File: config.mk
export PLATFORM = sky130hd
export DESIGN_NAME = aes_ctrl
export DESIGN_NICKNAME = d
export VERILOG_FILES = /design/src/rtl/aes_pkg.sv /design/src/rtl/aes_ctrl.sv
export SDC_FILE = /design/constraint.sdc
export NUM_CORES = 1
export LEC_CHECK = 0
export BUFFER_PORTS_ARGS = -buffer_cell sky130_fd_sc_hd__buf_2
export CORE_AREA = 8 8 45 47
export CTS_CLUSTER_SIZE = 30
export DETAILED_ROUTE_END_ITERATION = 12
export DIE_AREA = 0 0 53 55
export SLEW_MARGIN = 20
export SYNTH_ARGS = -nofsm -noshare
export SYNTH_HDL_FRONTEND = slang
export SYNTH_SLANG_ARGS = --single-unit
File: constraint.sdc
create_clock -name clk -period 2.03 [get_ports clk]
set_input_delay 0.1015 -clock clk [delete_from_list [all_inputs] [get_ports clk]]
set_output_delay 0.1015 -clock clk [all_outputs]
set_load 0.1 [all_outputs]
File: src/rtl/aes_pkg.sv
`timescale 1ns / 1ps
// ----------------------------------------------------------------------------
// aes_pkg: shared types, constants and round functions for AES-128 CBC
// S-box, round constants, payload structs and controller/datapath commands.
// ----------------------------------------------------------------------------
package aes_pkg;

	localparam int NumRounds = 10;
	localparam int RndW = 4;
	localparam int AddrW = 5;

	localparam logic [AddrW-1:0] RegKeyHigh = 5'h00;
	localparam logic [AddrW-1:0] RegKeyLow  = 5'h08;
	localparam logic [AddrW-1:0] RegIvHigh  = 5'h10;
	localparam logic [AddrW-1:0] RegIvLow   = 5'h18;

	typedef struct packed {
		logic [63:0] plain_high;
		logic [63:0] plain_low;
		logic        restart;
	} in_item_t;

	typedef struct packed {
		logic [63:0] cipher_high;
		logic [63:0] cipher_low;
	} out_item_t;

	// controller -> datapath
	typedef struct packed {
		logic            load;     // take the input block, add round key 0
		logic            round;    // one cipher round
		logic            last;     // round without MixColumns
		logic            key_init; // restart key schedule from key regs
		logic            key_step; // advance key schedule by one round
		logic            commit;   // store cipher as chain value
	} dp_cmd_t;

	function automatic logic [7:0] sbox(input logic [7:0] x);
		logic [7:0] t [256];
		t = '{
		8'h63,8'h7c,8'h77,8'h7b,8'hf2,8'h6b,8'h6f,8'hc5,8'h30,8'h01,8'h67,8'h2b,8'hfe,8'hd7,8'hab,8'h76,
		8'hca,8'h82,8'hc9,8'h7d,8'hfa,8'h59,8'h47,8'hf0,8'had,8'hd4,8'ha2,8'haf,8'h9c,8'ha4,8'h72,8'hc0,
		8'hb7,8'hfd,8'h93,8'h26,8'h36,8'h3f,8'hf7,8'hcc,8'h34,8'ha5,8'he5,8'hf1,8'h71,8'hd8,8'h31,8'h15,
		8'h04,8'hc7,8'h23,8'hc3,8'h18,8'h96,8'h05,8'h9a,8'h07,8'h12,8'h80,8'he2,8'heb,8'h27,8'hb2,8'h75,
		8'h09,8'h83,8'h2c,8'h1a,8'h1b,8'h6e,8'h5a,8'ha0,8'h52,8'h3b,8'hd6,8'hb3,8'h29,8'he3,8'h2f,8'h84,
		8'h53,8'hd1,8'h00,8'hed,8'h20,8'hfc,8'hb1,8'h5b,8'h6a,8'hcb,8'hbe,8'h39,8'h4a,8'h4c,8'h58,8'hcf,
		8'hd0,8'hef,8'haa,8'hfb,8'h43,8'h4d,8'h33,8'h85,8'h45,8'hf9,8'h02,8'h7f,8'h50,8'h3c,8'h9f,8'ha8,
		8'h51,8'ha3,8'h40,8'h8f,8'h92,8'h9d,8'h38,8'hf5,8'hbc,8'hb6,8'hda,8'h21,8'h10,8'hff,8'hf3,8'hd2,
		8'hcd,8'h0c,8'h13,8'hec,8'h5f,8'h97,8'h44,8'h17,8'hc4,8'ha7,8'h7e,8'h3d,8'h64,8'h5d,8'h19,8'h73,
		8'h60,8'h81,8'h4f,8'hdc,8'h22,8'h2a,8'h90,8'h88,8'h46,8'hee,8'hb8,8'h14,8'hde,8'h5e,8'h0b,8'hdb,
		8'he0,8'h32,8'h3a,8'h0a,8'h49,8'h06,8'h24,8'h5c,8'hc2,8'hd3,8'hac,8'h62,8'h91,8'h95,8'he4,8'h79,
		8'he7,8'hc8,8'h37,8'h6d,8'h8d,8'hd5,8'h4e,8'ha9,8'h6c,8'h56,8'hf4,8'hea,8'h65,8'h7a,8'hae,8'h08,
		8'hba,8'h78,8'h25,8'h2e,8'h1c,8'ha6,8'hb4,8'hc6,8'he8,8'hdd,8'h74,8'h1f,8'h4b,8'hbd,8'h8b,8'h8a,
		8'h70,8'h3e,8'hb5,8'h66,8'h48,8'h03,8'hf6,8'h0e,8'h61,8'h35,8'h57,8'hb9,8'h86,8'hc1,8'h1d,8'h9e,
		8'he1,8'hf8,8'h98,8'h11,8'h69,8'hd9,8'h8e,8'h94,8'h9b,8'h1e,8'h87,8'he9,8'hce,8'h55,8'h28,8'hdf,
		8'h8c,8'ha1,8'h89,8'h0d,8'hbf,8'he6,8'h42,8'h68,8'h41,8'h99,8'h2d,8'h0f,8'hb0,8'h54,8'hbb,8'h16};
		return t[x];
	endfunction

	function automatic logic [7:0] rcon(input logic [RndW-1:0] r);
		logic [7:0] v;
		unique case (r)
			4'd0: v = 8'h01;
			4'd1: v = 8'h02;
			4'd2: v = 8'h04;
			4'd3: v = 8'h08;
			4'd4: v = 8'h10;
			4'd5: v = 8'h20;
			4'd6: v = 8'h40;
			4'd7: v = 8'h80;
			4'd8: v = 8'h1b;
			4'd9: v = 8'h36;
			default: v = 8'h00;
		endcase
		return v;
	endfunction

	function automatic logic [7:0] xtime(input logic [7:0] x);
		return {x[6:0], 1'b0} ^ (x[7] ? 8'h1b : 8'h00);
	endfunction

	// byte k sits at bits [127-8k -: 8]
	function automatic logic [127:0] sub_shift(input logic [127:0] s);
		logic [127:0] t;
		for (int c = 0; c < 4; c++)
			for (int r = 0; r < 4; r++)
				t[127-8*(4*c+r) -: 8] = sbox(s[127-8*(4*((c+r)%4)+r) -: 8]);
		return t;
	endfunction

	function automatic logic [127:0] mix_columns(input logic [127:0] s);
		logic [127:0] t;
		logic [7:0] a0, a1, a2, a3, al;
		for (int c = 0; c < 4; c++) begin
			a0 = s[127-32*c -: 8];
			a1 = s[119-32*c -: 8];
			a2 = s[111-32*c -: 8];
			a3 = s[103-32*c -: 8];
			al = a0 ^ a1 ^ a2 ^ a3;
			t[127-32*c -: 8] = a0 ^ al ^ xtime(a0 ^ a1);
			t[119-32*c -: 8] = a1 ^ al ^ xtime(a1 ^ a2);
			t[111-32*c -: 8] = a2 ^ al ^ xtime(a2 ^ a3);
			t[103-32*c -: 8] = a3 ^ al ^ xtime(a3 ^ a0);
		end
		return t;
	endfunction

	function automatic logic [127:0] next_key(input logic [127:0] k,
		input logic [RndW-1:0] r);
		logic [31:0] t, w0, w1, w2, w3;
		t = {sbox(k[23:16]) ^ rcon(r), sbox(k[15:8]), sbox(k[7:0]), sbox(k[31:24])};
		w0 = k[127:96] ^ t;
		w1 = k[95:64] ^ w0;
		w2 = k[63:32] ^ w1;
		w3 = k[31:0] ^ w2;
		return {w0, w1, w2, w3};
	endfunction

endpackage

File: src/rtl/aes_ctrl.sv
`timescale 1ns / 1ps
// ----------------------------------------------------------------------------
// aes_ctrl: block sequencer
// Accepts a block, steps ten rounds, holds the result until taken.
// ----------------------------------------------------------------------------
module aes_ctrl (
	input  logic            clk,
	input  logic            arst_n,
	input  logic            in_valid,
	output logic            in_ready,
	output logic            out_valid,
	input  logic            out_ready,
	output aes_pkg::dp_cmd_t cmd
);
	import aes_pkg::*;

	localparam logic [1:0] StIdle = 2'd0;
	localparam logic [1:0] StRun  = 2'd1;
	localparam logic [1:0] StDone = 2'd2;

	logic [1:0]      state_q;
	logic [RndW-1:0] rnd_q;

	// result register lives in datapath; a new block may start once it is taken
	assign in_ready  = (state_q == StIdle) || (state_q == StDone && out_ready);
	assign out_valid = (state_q == StDone);

	always_comb begin
		cmd          = '0;
		cmd.load     = in_valid && in_ready;
		cmd.key_init = cmd.load;
		cmd.round    = (state_q == StRun);
		cmd.last     = (state_q == StRun) && (rnd_q == RndW'(NumRounds - 1));
		cmd.key_step = (state_q == StRun);
		cmd.commit   = cmd.last;
	end

	always_ff @(posedge clk or negedge arst_n) begin
		if (!arst_n) begin
			state_q <= StIdle;
			rnd_q   <= '0;
		end else begin
			unique case (state_q)
				StIdle: begin
					if (cmd.load) begin
						state_q <= StRun;
						rnd_q   <= '0;
					end
				end
				StRun: begin
					rnd_q <= rnd_q + 1'b1;
					if (cmd.last) state_q <= StDone;
				end
				StDone: begin
					if (cmd.load) begin
						state_q <= StRun;
						rnd_q   <= '0;
					end else if (out_ready) begin
						state_q <= StIdle;
					end
				end
				default: state_q <= StIdle;
			endcase
		end
	end

	assert property (@(posedge clk) disable iff (!arst_n)
		cmd.last |=> out_valid)
		else $error("result not presented after last round");
	assert property (@(posedge clk) disable iff (!arst_n)
		(state_q == StRun) |-> !in_ready)
		else $error("input taken mid-block");
	assert property (@(posedge clk) disable iff (!arst_n)
		(out_valid && !out_ready) |=> out_valid)
		else $error("result dropped");
endmodule

==> flow_metrics.env <==
export IMPL_clk_pin_slew_worst_paths_ps=40
export IMPL_max_fo_critical_path=7
export IMPL_iteration_0_drc_count_of_the_detailed_router=10
export IMPL_hold_class="in -> async"
export IMPL_die_width_um=53
export IMPL_grt_first_pass_wirelength_um=1166
export IMPL_synth_avg_cell_area_um2=10.14
export IMPL_synth_warnings=0
export IMPL_worst_skew_pair_late_latency_ps=240
export IMPL_antenna_violations_before_repair=0
export IMPL_worstMarginPinSlew_ps=489.0
export IMPL_die_area_mm2=0.002915
export IMPL_sum_neg_setup_slack_ps=0
export IMPL_flip_flop_and_latch_count_after_synthesis=6
export IMPL_ctsResizeCount=0
export IMPL_critical_path_class="reg -> out"
export IMPL_antenna_cells_inserted=0
export IMPL_worst_clock_skew_ps=0.4560
export IMPL_ys_seq_area_frac=0.4000
export IMPL_gp_congestion=0.7567
export IMPL_rr_startpoint="state_q[1]$_DFFE_PN0P_"
export IMPL_clock_tree_from_tritoncts="done"
export IMPL_grt_ovfl_total=0
export IMPL_avgViaCountPerCell=4.281
export IMPL_final_net_count=56
export IMPL_initial_core_util=0.2712
export IMPL_detail_route_wirelength_um=706
export IMPL_worstSetupEndpointType="output port"
export IMPL_root_buffer="sky130_fd_sc_hd__clkbuf_4"
export IMPL_syn_instance_count=37
export IMPL_post_synth_main_area_contributors="sky130_fd_sc_hd__dfrtp_1 (40%), sky130_fd_sc_hd__ha_1 (6.7%), sky130_fd_sc_hd__buf_4 (6.0%), sky130_fd_sc_hd__nor3b_4 (5.0%), sky130_fd_sc_hd__xor2_1 (4.7%)"
export IMPL_gr_usage_all_layers=0.05714
export IMPL_synth_top_cell_by_area="sky130_fd_sc_hd__dfrtp_1"
export IMPL_portion_of_the_clock_cycle_consumed_by_the_worst_path_in_the_final_layout=0.8549
export IMPL_std_cell_rows=14
export IMPL_drcViolationCount=0
export IMPL_area_growth_syn_to_layout_pct=19.67
export IMPL_wire_per_inst_um=11.03
export IMPL_h_tree_depth=1
export IMPL_slew_viol_final=0
export IMPL_r2r_slack_ps=820
export IMPL_finalCriticalPeriod_ps=1736
export IMPL_vias=274
export IMPL_io_buffers=11
export IMPL_grt_start_max_net_pins=10
export IMPL_synth_top_area_frac=0.4000
export IMPL_start_kind="register"
export IMPL_chipHeight_um=55
export IMPL_cell_area_after_synthesis_um2=375.4
export IMPL_hpwl_um=565.7
export IMPL_cts_made_buffers=3
export IMPL_antenna_nets_post_route=0
export IMPL_clock_path_buffers=2
export IMPL_worstPathArrival_ps=1630
export IMPL_cts_sinks=6
export IMPL_critical_path_required_ps=1930
export IMPL_worstReg2RegEnd="rnd_q[0]$_DFFE_PN0P_"
export IMPL_yosysUniqueCellTypes=20
export IMPL_grt_setup_unrepaired="false"
export IMPL_ios=12
export IMPL_finalHoldViolations=0
export IMPL_setup_viol=0
export IMPL_slew_limit_headroom=0.6763
export IMPL_drt_pass1_iterations=4
export IMPL_post_route_cells_drive_above_1_share=0.3750
export IMPL_fmaxAchievable_mhz=576.2
export IMPL_logic_depth_of_the_worst_register_to_register_path=3
export IMPL_max_cap_violations=0
export IMPL_number_of_global_route_vias_before_repair=266
export IMPL_mappedNetlistNets=43
export IMPL_outcome="completed"
export IMPL_core_mm2=0.001384
per-layer routing:
| metal | vias up | global-route usage | routed length [um] | share of wire |
|---|---|---|---|---|
| met4 | 0 | 0.06466 | 0 | 0 |
| met3 | 0 | 0.02139 | 105 | 0.15 |
| li1 | 139 | - | - | - |
| met2 | 12 | 0.08594 | 322 | 0.46 |
| met5 | - | 0 | 0 | 0 |
| met1 | 123 | 0.05710 | 278 | 0.39 |
layout make-up:
class	count	area (um2)
Inverter	3	11.26
Multi-Input combinational cell	24	180.2
Tap cell	16	20.02
Sequential cell	6	150.1
Timing Repair Buffer	12	65.06
Clock buffer	3	22.52
Fill cell	145	934.6
worst max-delay path, stage by stage, from the launching register on:
cell                      delay (ps)
sky130_fd_sc_hd__dfrtp_1         380
sky130_fd_sc_hd__and2b_1         210
sky130_fd_sc_hd__nor3b_4         310
sky130_fd_sc_hd__buf_2           490
state kept, by name, indices dropped and copies added (netlist names):
register  count
rnd_q         4
state_q       2
cell usage after synthesis:
master and n:
sky130_fd_sc_hd__a21o_1 1, sky130_fd_sc_hd__nor2_1 3, sky130_fd_sc_hd__o21ai_0 1, sky130_fd_sc_hd__nand3b_1 1
sky130_fd_sc_hd__xor2_1 2, sky130_fd_sc_hd__nor3b_4 1, sky130_fd_sc_hd__or2_0 1, sky130_fd_sc_hd__and2b_1 1
sky130_fd_sc_hd__o21bai_1 1, sky130_fd_sc_hd__nand2b_2 1, sky130_fd_sc_hd__inv_1 3, sky130_fd_sc_hd__buf_4 3
sky130_fd_sc_hd__nor3_4 1, sky130_fd_sc_hd__nand2_1 4, sky130_fd_sc_hd__nand3_1 1, sky130_fd_sc_hd__buf_6 1
sky130_fd_sc_hd__and2b_2 1, sky130_fd_sc_hd__dfrtp_1 6, sky130_fd_sc_hd__ha_1 2, sky130_fd_sc_hd__o22ai_1 2
per-stage QoR:
step / hold slack (ps) / setup slack (ps) / utilization / instance area, um2 / std cells
final: 209.5 / 294.5 / 0.3246 / 449.2 / 64
after global routing: 221.1 / 230.0 / 0.3246 / 449.2 / 64
after CTS: 206.9 / 285.1 / 0.3246 / 449.2 / 64
after detailed placement: -73.18 / 550.4 / 0.3011 / 416.7 / 60
after global placement: -74.80 / 580.3 / 0.3011 / 416.7 / 60
after floorplan: -194.1 / 7.622 / - / 379.1 / 37
placed cells by master (no fill, tap or decap), drive strengths merged:
cell and n:
a21o 1, and2b 2, buf 11, clkbuf 3, dfrtp 6, dlygate4sd3 1, ha 2, inv 3
nand2 4, nand2b 1, nand3 1, nand3b 1, nor2 3, nor3 1, nor3b 1, o21ai 1
o21bai 1, o22ai 2, or2 1, xor2 2
worst max-delay path by stage:
| stage | startpoint | endpoint | slack [ps] | cells past startpoint |
|---|---|---|---|---|
| after floorplan | state_q[1]$_DFFE_PN0P_ | cmd[3] | 8 | 4 |
| after global placement | state_q[1]$_DFFE_PN0P_ | cmd[2] | 580 | 3 |
| after detailed placement | state_q[1]$_DFFE_PN0P_ | cmd[5] | 550 | 3 |
| after CTS | state_q[1]$_DFFE_PN0P_ | cmd[5] | 290 | 3 |
| after global routing | rnd_q[1]$_DFFE_PN0P_ | cmd[0] | 230 | 5 |
| final | state_q[1]$_DFFE_PN0P_ | cmd[5] | 290 | 3 |
logic make-up (layout without fill, tap and decap cells):
kind of cell | count (synthesis) | count (layout) | synth area share
xor gates and xnor gates | 2 | 2 | 0.04668
DFF | 6 | 6 | 0.4000
adders and majority gates | 2 | 2 | 0.06666
and+or+nand+nor | 15 | 15 | 0.2800
buffers and inverters | 7 | 18 | 0.1200
AOI/OAI and AO/OA | 5 | 5 | 0.08666
repair_timing:
action | 4_1_cts | 5_1_grt
buffers inserted | 0 | 0
hold buffers | 1 | 0
endpoints found under the setup margin | 0 | 0
hold endpoints to repair | 6 | 0
Power is not shown: default switching activity piles up to over one toggle a cycle in this logic, so the estimate is an artifact.
